**config.mk**
```make
export PLATFORM = sky130hd
export DESIGN_NAME = ncp_ram
export DESIGN_NICKNAME = d
export VERILOG_FILES = /design/src/design/ncp_ram.sv
export SDC_FILE = /design/constraint.sdc
export NUM_CORES = 1
export LEC_CHECK = 0
export BUFFER_PORTS_ARGS = -buffer_cell sky130_fd_sc_hd__buf_2
export CAP_MARGIN = 20
export CORE_ASPECT_RATIO = 2
export CORE_MARGIN = 10
export CORE_UTILIZATION = 45
export DETAILED_ROUTE_END_ITERATION = 10
export GPL_TIMING_DRIVEN = 0
export PLACE_DENSITY = 0.73
export SLEW_MARGIN = 40
export SYNTH_ARGS = -nofsm -noshare
export SYNTH_HDL_FRONTEND = slang
export SYNTH_SLANG_ARGS = --single-unit
```
**constraint.sdc**
```tcl
create_clock -name clk -period 1.65 [get_ports clk]
set_clock_uncertainty 0.05 [all_clocks]
set_input_delay 0.0825 -clock clk [delete_from_list [all_inputs] [get_ports clk]]
set_output_delay 0.0825 -clock clk [all_outputs]
set_load 0.02 [all_outputs]
```
**src/design/ncp_ram.sv**
```systemverilog
// Generic single-write, single-read RAM with a registered read port.
// No dependencies.
module ncp_ram #(
	parameter int WIDTH = 8,
	parameter int DEPTH = 16
) (
	input  logic                     clk,
	input  logic                     we,
	input  logic [$clog2(DEPTH)-1:0] waddr,
	input  logic [WIDTH-1:0]         wdata,
	input  logic                     re,
	input  logic [$clog2(DEPTH)-1:0] raddr,
	output logic [WIDTH-1:0]         rdata
);
	logic [WIDTH-1:0] mem_q [DEPTH];
	logic [WIDTH-1:0] rdata_q;

	// Write and read one word a cycle
	always_ff @(posedge clk) begin
		if (we) begin
			mem_q[waddr] <= wdata;
		end
		if (re) begin
			rdata_q <= mem_q[raddr];
		end
	end

	assign rdata = rdata_q;
endmodule

```
[Yosys cells after proc, flatten, opt, wreduce, memory -nomap -nowiden]
Memories as Yosys holds them, arrays and structs flattened. A register that Yosys moved wholly into a read port is not among the register bits.
Cells that the tools add are included.
Word-level totals
  register bits after elaboration: 0
  latch bits: 0
  RAM bits: 128
  memory bits (read-only): 0
  input port bits: 19
  word-level logic and storage cells: 3
  memories: 1
Operators by class
  add/subtract/negate cells: 0
  multiply operators: 0
  divide/modulo/power cells: 0
  magnitude comparators: 0
  equality and inequality tests: 0
  shifts and indexed selects: 0
  muxes and demuxes: 2
  bitwise gates (word level): 0
  reduce and logical (&&, ||, !) cells: 0
Memory list
  mem_q: words 16, bits a word 8, rd ports 1, clocked after Yosys merged registers in 1, write ports 1, line 15  | logic [WIDTH-1:0] mem_q [DEPTH];
Operators with widths (number)
  1-bit two-way mux: 2

[Logic depth before layout (Yosys ltp)]
  word-level depth: 2
  mapped depth: 5
  depth with buffers taken out: 3

[Worst setup path after synthesis]
No wires, ideal clock.
  path kind: input to register
  start point: in waddr[2]
  end point: mem mem_q[0][0], enable pin
  library setup time: 0.383 ns
  data arrival time: 1.192 ns
  data required time: 1.217 ns
  slack: 0.025 ns
  stages: 2
  buffers on the path: 0
  cells stage by stage: or3b_2 nor3_1
RTL lines
  start: declaration: line 9  | input logic [$clog2(DEPTH)-1:0] waddr,
  end: declaration: line 15
Straight into the memory's write port.

==> run_results.csv <==
group,metric,value,unit
global_routing,grt_pass1_wl,15000,µm
finish,final_common_cell,"edfxtp_1",
timing,hold_viol_final,0,
finish,nets,293,
detailed_routing,vias,2379,
power,seqPwrFrac,0.503,
finish,drive_gt1_frac,0.303,
global_routing,overflow,0,
die,start_util,0.460,
die,die_area,16600,µm²
global_routing,grt_use_total,0.130,
finish,post-route-util,0.539,
power,p_comb_frac,0.050,
placed_design,dp.cells,396,
critical_path,path_cells,"mux4_1, a22oi_1, nand2_1",
cts,cts_buffers,17,
detailed_routing,avgViaCountPerCell,5.55,
critical_path,worstPathRequired,1.76,ns
power,power.leakage,2.03,nW
critical_path,cp_max_fo,1,
run_status,status,"completed",
power,pwr-share-clk,0.447,
die,rows,55,
cts,clk_latency,0.41,ns
placed_design,place_ws,-0.175,ns
finish,nFillCells,858,
cts,cts_tree,"done",
run,max-cap-violations,0,
finish,final_cell_mix,"136 x edfxtp_1, 28 x buf_2, 18 x mux4_2, 17 x clkbuf_16, 15 x a22oi_1",
timing,post-route-period-util,0.974,
timing,setup_violations,0,
synthesis,synth_cells,229,
placed_design,portBuffers,25,
timing,fmax,623,MHz
critical_path,worst_r2r_path_depth,3,
die,io_pins,27,
power,p_per_area,1270,nW/µm²
critical_path,end_kind,"flip-flop",
cts,clkTransAtPathRegs,0.06,ns
synthesis,synth_area,5230,µm²
critical_path,path_depth,3,
critical_path,arrival,1.72,ns
cts,cts_max_level,4,
cts,cts_root_buf,"clkbuf_16",
detailed_routing,routed_wl,9970,µm
detailed_routing,drt_pass1_iterations,5,
cts,clock-sinks,136,
power,netSwitchingFraction,0.197,
synthesis,ys_warn_count,0,
worst_hold_path,hold_path_depth,1,
detailed_routing,wl_per_cell,23.2,µm
timing,slew_headroom,0.464,
critical_path,worstSetupStartpointType,"flip-flop",
worst_hold_path,min_path_type,"in -> reg",
finish,diodes,0,
die,die_x,96.2,µm
power,switchingPower,0.00153,W
timing,worst_slew_pin_slew,0.801,ns
power,peakVddDrop,1.06,mV
critical_path,crit_type,"reg -> reg",
synthesis,synth_nets,248,
power,internal_power,0.00625,W
critical_path,crit_family,"multiplexers",
detailed_routing,drtIter0Drc,187,
die,core,11400,µm²
finish,instances_no_fill,429,
synthesis,synth-seq-cells,136,
timing,grt_setup_unrepaired,"no",
global_routing,antenna_found_initial,0,
synthesis,yosysSeqAreaShare,0.781,
finish,area_growth,17.1,%
timing,setup_ws,0.0437,ns
synthesis,avgSynthCellArea,22.8,µm²
critical_path,crit_buf_inv,0,
global_routing,grt_max_degree,17,
global_routing,first_global_vias,2563,
detailed_routing,ant_nets,0,
power,power.total,0.00778,W
timing,slew_viol_final,0,
critical_path,cp_slowest_cell,"mux4_1",
die,dieHeight,172,µm
placed_design,gp_congestion,0.853,
placed_design,dp_hpwl,6810,µm
detailed_routing,drc,0,
critical_path,slowest_delay,0.57,ns
synthesis,synth.distinct_cells,18,
timing,period_needed,1.61,ns
cts,ctsLongestPathBuffers,2,
==> per-layer routing <==
layer / part of all wire / up-vias / global-route usage
met5: 0 / - / 0
met4: 0.032 / 0 / 0.0748
met3: 0.067 / 18 / 0.0373
met2: 0.57 / 90 / 0.224
met1: 0.34 / 1201 / 0.136
li1: - / 1070 / -
==> power by group through the flow <==
stage | Sequential, W | Clock (W) | Combinational (W)
finish | 0.00391 | 0.00348 | 0.000386
global route | 0.00392 | 0.00371 | 0.000416
CTS | 0.00391 | 0.00353 | 0.000392
detailed placement | 0.00398 | 0 | 0.000389
global placement | 0.00398 | 0 | 0.000376
floorplan | 0.00400 | 0 | 0.000196
==> final cells by class <==
type | count | area [µm²] | area share
buffer | 10 | 86.3 | 0.0141
clock buffer | 22 | 444 | 0.0726
clock inverter | 10 | 104 | 0.0170
multi-input combinational | 83 | 1090 | 0.178
sequential | 136 | 4080 | 0.667
tap | 142 | 178 | 0.0290
timing repair buffer | 26 | 135 | 0.0221
==> kinds of logic (layout without fill, tap and decap cells) <==
group           count (synthesis)  in the layout  synth area share
mux                            32             32             0.148
flops                         136            136             0.781
compound gates                 16             16            0.0230
simple gates                   35             35            0.0314
buf+inv                        10             68            0.0165
==> synthesized netlist by cell type, drive strengths merged <==
cell / n / area, µm²
buf: 7 / 56.3
nor3: 4 / 20.0
and2: 1 / 6.26
nand2b: 2 / 12.5
nand3: 1 / 5.00
a22oi: 16 / 120
clkdlybuf4s25: 3 / 30.0
or3b: 1 / 8.76
edfxtp: 136 / 4080
nand3b: 2 / 15.0
nor2b: 1 / 6.26
and2b: 1 / 7.51
nor2: 13 / 48.8
mux4: 32 / 773
nand2: 9 / 33.8
==> final timing paths <==
kind | from | endpoint | slack, ns
min reg2reg | mem_q[14][1] | rdata[1] | 0.72
min | wdata[5] | mem_q[14][5] | 0.02
max reg2reg | mem_q[1][2] | rdata[2] | 0.04
max | mem_q[1][2] | rdata[2] | 0.04
==> registers in the layout, summed over array words and instances, names as in the netlist <==
register / flops
rdata: 8
mem_q: 128
==> repair_timing <==
action	CTS	global route
endpoints found under the hold margin	8	0
gates resized for setup	0	1
buffers inserted	0	0
endpoints found under the setup margin	0	1
hold buffers	1	0
==> through the flow <==
| step | setup TNS [ns] | hold slack, ns | cell area (µm²) |
|---|---|---|---|
| final | 0 | 0.0223 | 6120 |
| after global routing | 0 | 0.0269 | 6120 |
| after CTS | 0 | 0.0155 | 6110 |
| after detailed placement | -4.96 | 0.366 | 5550 |
| after global placement | -13.00 | 0.356 | 5530 |
| after floorplan | 0 | 0.131 | 5230 |
(Power assumes the default switching activity.)
