[src/design/ncp_pkg.sv]
// Shared types and constants of the nested call time profiler.
// Used by the interfaces, the stack unit and the top level; depends on nothing.
package ncp_pkg;

	localparam int CMD_W  = 2;
	localparam int ID_W   = 6;
	localparam int TS_W   = 64;
	localparam int CNT_W  = 32;
	localparam int STAT_W = 2;

	typedef enum logic [CMD_W-1:0] {
		CMD_START = 2'd0,
		CMD_STOP  = 2'd1,
		CMD_ENTER = 2'd2,
		CMD_LEAVE = 2'd3
	} cmd_t;

	localparam logic [STAT_W-1:0] STAT_OK    = 2'd0;
	localparam logic [STAT_W-1:0] STAT_EMPTY = 2'd1;
	localparam logic [STAT_W-1:0] STAT_FULL  = 2'd2;

	typedef enum logic [1:0] {
		ST_CLEAR,
		ST_IDLE,
		ST_EXEC
	} state_t;

	// One entry of the per-function statistics memory
	typedef struct packed {
		logic             valid;
		logic [CNT_W-1:0] calls;
		logic [TS_W-1:0]  incl;
		logic [TS_W-1:0]  child;
	} tbl_word_t;

	// One call frame below the top of the stack
	typedef struct packed {
		logic [TS_W-1:0] start;
		logic [TS_W-1:0] child;
	} stk_frame_t;

	// Update of the call stack, applied when an event commits
	typedef struct packed {
		logic            clear;
		logic            push;
		logic            pop;
		logic [TS_W-1:0] ts;
		logic [TS_W-1:0] delta;
	} stk_op_t;

	// Call stack fill status
	typedef struct packed {
		logic empty;
		logic full;
		logic single;
	} stk_stat_t;

endpackage

[src/design/ncp_ram.sv]
// Generic single-write, single-read RAM with a registered read port.
// No dependencies.
module ncp_ram #(
	parameter int WIDTH = 8,
	parameter int DEPTH = 16
) (
	input  logic                     clk,
	input  logic                     we,
	input  logic [$clog2(DEPTH)-1:0] waddr,
	input  logic [WIDTH-1:0]         wdata,
	input  logic                     re,
	input  logic [$clog2(DEPTH)-1:0] raddr,
	output logic [WIDTH-1:0]         rdata
);
	logic [WIDTH-1:0] mem_q [DEPTH];
	logic [WIDTH-1:0] rdata_q;

	// Write and read one word a cycle
	always_ff @(posedge clk) begin
		if (we) begin
			mem_q[waddr] <= wdata;
		end
		if (re) begin
			rdata_q <= mem_q[raddr];
		end
	end

	assign rdata = rdata_q;
endmodule

[src/design/ncp_stack.sv]
// Call stack of the profiler: top frame in registers, lower frames in a RAM.
// Depends on ncp_pkg and ncp_ram.
module ncp_stack #(
	parameter int STACK_DEPTH = 16
) (
	input  logic                    clk,
	input  logic                    arst_n,
	input  logic                    rd_en,
	input  ncp_pkg::stk_op_t        op,
	output ncp_pkg::stk_stat_t      stat,
	output logic [ncp_pkg::TS_W-1:0] top_start,
	output logic [ncp_pkg::TS_W-1:0] top_child
);
	import ncp_pkg::*;

	localparam int SW = $clog2(STACK_DEPTH);
	localparam int LW = $clog2(STACK_DEPTH + 1);

	logic [LW-1:0]   level_q;
	logic [TS_W-1:0] top_start_q;
	logic [TS_W-1:0] top_child_q;
	logic [SW-1:0]   waddr;
	logic [SW-1:0]   raddr;
	logic            we;
	stk_frame_t      wr_frame;
	stk_frame_t      rd_frame;

	// Spill the top frame on push; prefetch the parent frame at event accept
	assign waddr    = SW'(level_q - LW'(1));
	assign raddr    = SW'(level_q - LW'(2));
	assign we       = op.push && (level_q != '0);
	assign wr_frame = '{start: top_start_q, child: top_child_q};

	ncp_ram #(
		.WIDTH($bits(stk_frame_t)),
		.DEPTH(STACK_DEPTH)
	) u_frames (
		.clk  (clk),
		.we   (we),
		.waddr(waddr),
		.wdata(wr_frame),
		.re   (rd_en),
		.raddr(raddr),
		.rdata(rd_frame)
	);

	assign stat.empty  = (level_q == '0);
	assign stat.full   = (level_q >= LW'(STACK_DEPTH));
	assign stat.single = (level_q == LW'(1));

	// Track the frame count
	always_ff @(posedge clk or negedge arst_n) begin
		if (!arst_n) begin
			level_q <= '0;
		end else if (op.clear) begin
			level_q <= '0;
		end else if (op.push) begin
			level_q <= level_q + LW'(1);
		end else if (op.pop) begin
			level_q <= level_q - LW'(1);
		end
	end

	// Load a fresh frame on push; on pop promote the parent and charge it the callee time
	always_ff @(posedge clk) begin
		if (op.push) begin
			top_start_q <= op.ts;
			top_child_q <= '0;
		end else if (op.pop && (level_q >= LW'(2))) begin
			top_start_q <= rd_frame.start;
			top_child_q <= rd_frame.child + op.delta;
		end
	end

	assign top_start = top_start_q;
	assign top_child = top_child_q;
endmodule

[config.mk]
export PLATFORM = sky130hd
export DESIGN_NAME = ncp_stack
export DESIGN_NICKNAME = d
export VERILOG_FILES = /design/src/design/ncp_pkg.sv /design/src/design/ncp_ram.sv /design/src/design/ncp_stack.sv
export SDC_FILE = /design/constraint.sdc
export NUM_CORES = 2
export LEC_CHECK = 0
export BUFFER_PORTS_ARGS = -buffer_cell sky130_fd_sc_hd__buf_4
export CAP_MARGIN = 25
export CORE_MARGIN = 1.5
export CORE_UTILIZATION = 65
export DETAILED_ROUTE_END_ITERATION = 6
export PLACE_DENSITY = 0.85
export SYNTH_ARGS = -nofsm -noshare
export SYNTH_HDL_FRONTEND = slang
export SYNTH_SLANG_ARGS = --single-unit
[constraint.sdc]
create_clock -name clk -period 13.1 [get_ports clk]
set_clock_uncertainty 0.15 [all_clocks]
set_input_delay 0.655 -clock clk [delete_from_list [all_inputs] [get_ports clk]]
set_output_delay 0.655 -clock clk [all_outputs]
set_load 0.01 [all_outputs]
# After elaboration in Yosys (flattened, before gate mapping)
# Memory sizes are Yosys's and may differ from the RTL's. A register that Yosys moved wholly into a read port is not among the register bits.
# Index checks and enable logic that the tools add are counted.
word_totals:
  regBits: 133
  latch_bits: 0
  ram_bits: 2048
  rom_bits: 0
  inputBits: 134
  output_inout_bits: 131
  elab_cells: 24
  memories: 1
mem_list:
  columns: ["name", "words", "width", "rd", "rd_ports_with_merged_regs", "write_ports", "line", "source"]
  rows:
  - ["u_frames.mem_q", 16, 128, 1, 1, 1, "ncp_ram.sv:15", "logic [WIDTH-1:0] mem_q [DEPTH];"]
op_classes:
  n_addsub: 4
  multipliers: 0
  div_mod_pow: 0
  order_cmp: 2
  eq_ne: 1
  n_shift: 0
  n_mux: 7
  n_bitwise: 0
  reduce_logical: 6
op_table:
  columns: ["cell", "count"]
  rows:
  - ["two-way mux 64 bit", 2]
  - ["adder 64 bit", 1]
  - ["two-way mux 5 bit", 3]
  - ["adder 5 x 1 -> 5 bit (second input constant)", 1]
  - ["equality test 5 x 1 -> 1 bit (second input constant)", 1]
  - [">= comparator 5 x 2 -> 1 bit (second input constant)", 1]
  - [">= comparator 5 bit (second input constant)", 1]
  - ["zero test 5 bit", 1]
  - ["nonzero test 5 bit", 1]
  - ["subtractor 5 x 1 -> 5 bit (second input constant)", 1]
  - ["subtractor 4 x 2 -> 4 bit (second input constant)", 1]
  - ["nonzero test 3 bit", 1]
  - ["logical AND 1 bit", 2]
  - ["two-way mux 1 bit", 2]
  - ["nonzero test 2 bit", 1]

# Longest topological paths before layout
logic_depth:
  ltp_word: 4
  depth_mapped: 13
  ltp_nobuf: 12

# Hierarchy
# Synthesis repeated with hierarchy kept, for this count alone.
unflattened:
  hier_cells: 4362
  area_unflattened_um2: 89905.0
by_module_without_submodules:
  columns: ["module", "n_inst", "cells_per_inst", "area_per_inst_um2", "seq_area_each_um2"]
  rows:
  - ["ncp_ram", 1, 3357, 80731.2, 65342.7]
  - ["ncp_stack", 1, 1005, 9173.8, 3328.2]

# Least setup slack after synthesis
# OpenSTA, ideal clock, no wires.
synth_timing:
  path_type: "flip-flop to flip-flop"
  from: "register level_q[0]"
  to: "memory u_frames.mem_q[11][0] (netlist bit), enable pin"
  setup_ns: 0.617
  arrival_time_ns: 7.829
  required_time_ns: 12.333
  setup_slack_ns: 4.504
  path_stages_with_launch: 11
  n_path_buf: 4
  period_less_slack_ns: 8.596
  path_cell_list: "dfrtp_1 clkbuf_1 clkbuf_1 buf_1 buf_2 inv_1 ha_1 and2_1 nor2b_1 nand2_1 nor2_1"
synth_via:
  elab_chain_len: 4
  word_cells_on_any_way: 5
  classes_between: "1 x add/sub; 2 x mux; 2 x reduce/logical"
synth_lines:
  columns: ["item", "line", "source"]
  rows:
  - ["start: declaration", "ncp_stack.sv:19", "logic [LW-1:0] level_q;"]
  - ["start signal: assignment", "ncp_stack.sv:58", "level_q <= level_q + LW'(1);"]
  - ["start signal: assignment", "ncp_stack.sv:60", "level_q <= level_q - LW'(1);"]
  - ["branches (longest 4 deep; another with subtractor 5 x 1 -> 5 bit)", null, null]
  - ["end: declaration", "ncp_ram.sv:15", null]
# Parallel ways; which one is timed is not known.

# Final worst setup path
layout_timing:
  from: "register level_q[0]"
  to: "register u_frames.rdata_q[69], in the netlist u_frames.rdata[69] (read register of u_frames.mem_q), data pin"
layout_via:
  elab_chain_len: 1
layout_lines:
  columns: ["item", "line", "source"]
  rows:
  - ["subtractor 4 x 2 -> 4 bit", "ncp_stack.sv:30", "assign raddr = SW'(level_q - LW'(2));"]
  - ["end: declaration", "ncp_ram.sv:16", "logic [WIDTH-1:0] rdata_q;"]
# Every way passes these cells.
# A chain may end at the register's enable or synchronous reset.

==> results.ini <==
[setup_path]
arrival_ps = 6040
crit_slowest_cell = dfrtp_4
criticalPathCategory = reg2reg
required_ps = 13510
end_kind = flip-flop
cp-start-kind = flip-flop
critical_path.max_stage_delay_ps = 1070
crit_buf_inv = 5
crit_top_cell = buf_4
crit_family = buffers and inverters
crit_fanout = 107
crit_chain = buf_4 -> buf_12 -> buf_4 -> buf_4 -> buf_16 -> mux4_2 -> and2_0 -> a211oi_1 -> a21oi_1

[route]
wl_um = 232400
drc = 1
wl_per_cell_um = 36.36
dr.pass1.iters = 7
num_vias = 46010
ant_nets = 0
routed_via_density = 7.199
first_iter_violations = 6561

[grt]
antenna_found_initial = 9
grt_pass1_vias = 46870
grt_pass1_wl_um = 332400
grtUsageTotal_pct = 33.73
grt_overflow = 0
grt_start_max_net_pins = 172

[run_status]
outcome = finished, violations left
violations = design-rule violations

[logic_synthesis]
synth_edf_count = 2240
yosysTopAreaCell = edfxtp_1
yosys-top-cells-count = 2240 x edfxtp_1, 625 x mux4_2, 156 x nand2_1, 148 x clkbuf_1, 131 x a21oi_1
syn-cell-area_um2 = 89330
synth.area.top_cells = edfxtp_1 75%, mux4_2 16%, dfxtp_1 1.4%
synth-seq-cells = 2309
yosys_warnings = 0
synthArstFlopShare_pct = 0.2165
synth_nets = 4215
synth_top_area_share_pct = 75.30
yosysMostFrequentCell = edfxtp_1
ys_seq_area_share_pct = 76.87
synth.avg_cell_area_um2 = 22.29
ys_types = 61
synthCells = 4007
ys.flop_type = edfxtp_1

[sta]
slew_headroom_pct = 22.83
post-route-period-util_pct = 42.94
max_slew.worst_pin.slew_ps = 1158
setup_viol = 0
final_hold_viol_count = 0
slew_violations = 0
final.min_clock_period_ps = 5625
fin_setup_tns_ps = 0
fmax_mhz = 177.8
rsz0062_at_grt = false
finalHoldWorstSlack_ps = 42.43

[clock_network]
cts_root_buf = clkbuf_16
clk_pin_slew_ps = 60
cts_resized = 0
clk_path_buf_depth = 3
clock-sinks = 2309
clk_latency_ps = 860
cts_buffers = 211
cts-htree-levels = 4
cts_tree = yes

[die]
die_h_um = 373.7
coreArea_um2 = 136000
num_io_pins = 265
dieArea_um2 = 139700
die_x_um = 373.7
start_util_pct = 65.69
rows = 135

[worst_hold_path]
hold_path.class = in2reg

[power_and_ir_drop]
p_sw_share_pct = 25.03
power_frac_clock_pct = 35.5
switchingPower_uw = 4496
power_density_nw_per_um2 = 176.8
ir_drop_mv = 0.1558
power_frac_seq_pct = 51.8
combinationalPowerShare_pct = 12.7
p_leak_uw = 0.03245
cellInternalPower_uw = 13460

[placed_design]
io_buffers = 264
dpl.hpwl_um = 107100
place_congestion = 0.9247

[finish]
layout.nets = 4625
drive_gt1_share_pct = 29.87
area_growth_pct = 13.68

[flow_run]
maxCapViolCount = 0

[state kept, by name, summed over array words and instances, names as in the netlist]
name            flops
u_frames.mem_q   2048
u_frames.rdata    128
top_child          64
top_start          64
level_q             5
[layer usage]
metal,track usage [%],vias to the layer above,routed length (µm)
met5,0,-,28
met2,54.67,3733,115900
met1,45.54,23930,80050
met4,13.81,6,9898
li1,-,17730,-
met3,7.079,614,26490
[path summary, 6_finish.rpt]
path	cells after the start	end	from	slack, ps
max	9	u_frames.rdata[69]	level_q[0]	7480
min in group asynchronous	3	level_q[4]	arst_n	630
min	2	top_start[37]	op[101]	40
max in group asynchronous	3	level_q[1]	arst_n	11900
max reg2reg	9	u_frames.rdata[69]	level_q[0]	7480
min reg2reg	1	top_start[51]	u_frames.rdata[115]	400
[placed cells by master (no fill, tap or decap), types with 10 or more instances in the layout]
cell type,n
nor2_1,48
xnor2_1,35
clkinv_2,49
a21o_1,31
mux2_2,64
nand4_1,20
and2_1,12
dlygate4sd3_1,62
ha_1,72
edfxtp_1,2240
bufinv_16,28
o21bai_1,16
nor2_4,16
dfxtp_1,64
a31oi_1,14
clkinv_1,39
nand3_1,10
o21ai_0,60
a211oi_1,24
clkbuf_16,218
mux4_2,625
clkinvlp_4,13
xor2_1,31
inv_1,15
buf_4,314
nand2_1,156
clkbuf_1,40
mux2i_1,13
a21oi_1,131
buf_12,13
[per-stage QoR]
step | worst slack [ps] | total power [µW] | util (%) | instances | instance area, µm²
floorplan | 4504 | 10720 | - | 4007 | 89330
global route | 6919 | 18410 | 74.68 | 6391 | 101600
detailed placement | 6736 | 11580 | 68.87 | 5918 | 93640
CTS | 6561 | 17930 | 74.57 | 6382 | 101400
global placement | 6786 | 11480 | 68.85 | 5917 | 93610
finish | 7475 | 17960 | 74.68 | 6391 | 101600
[final cells by class]
type / instances / area [µm²]
inverters: 16 / 62.56
clock inverters: 138 / 1454
multi-input cells: 1482 / 20000
flip-flops and latches: 2309 / 68680
diodes: 4 / 10.01
repair buffers: 397 / 3426
well taps: 1781 / 2228
fillers: 6799 / 34420
clock buffers: 264 / 5688
[cell families (layout without fill, tap and decap cells)]
kind of cell	after synthesis	count (layout)	share of synthesized area (%)
flops	2309	2309	76.87
compound gates	324	324	2.213
other cells	0	4	0
fa+ha+maj	74	74	1.045
simple gates	315	315	1.579
mux	702	702	16.71
xor+xnor	67	67	0.6569
buf+inv	216	815	0.9216
[power groups by stage]
stage | clock [µW] | combinational [µW] | sequential [µW]
2_1_floorplan | 0 | 1440 | 9280
3_3_place_gp | 0 | 2110 | 9370
3_5_place_dp | 0 | 2160 | 9420
4_1_cts | 6400 | 2240 | 9290
5_1_grt | 6670 | 2390 | 9350
6_report | 6380 | 2280 | 9310
[timing repair]
item | 4_1_cts | 5_1_grt
setup buffers | 0 | 0
hold buffers | 62 | 0
endpoints found under the hold margin | 69 | 0
[worst register-to-register path, delay by kind of cell (launching register included)]
| kind | cells | cell delay, ps |
|---|---|---|
| AO/OA/AOI/OAI | 2 | 370 |
| buffers and inverters | 5 | 3010 |
| AND/OR/NAND/NOR | 1 | 190 |
| flip-flops | 1 | 1070 |
| multiplexers | 1 | 560 |
Note: power is estimated with default switching activity, not from simulation.
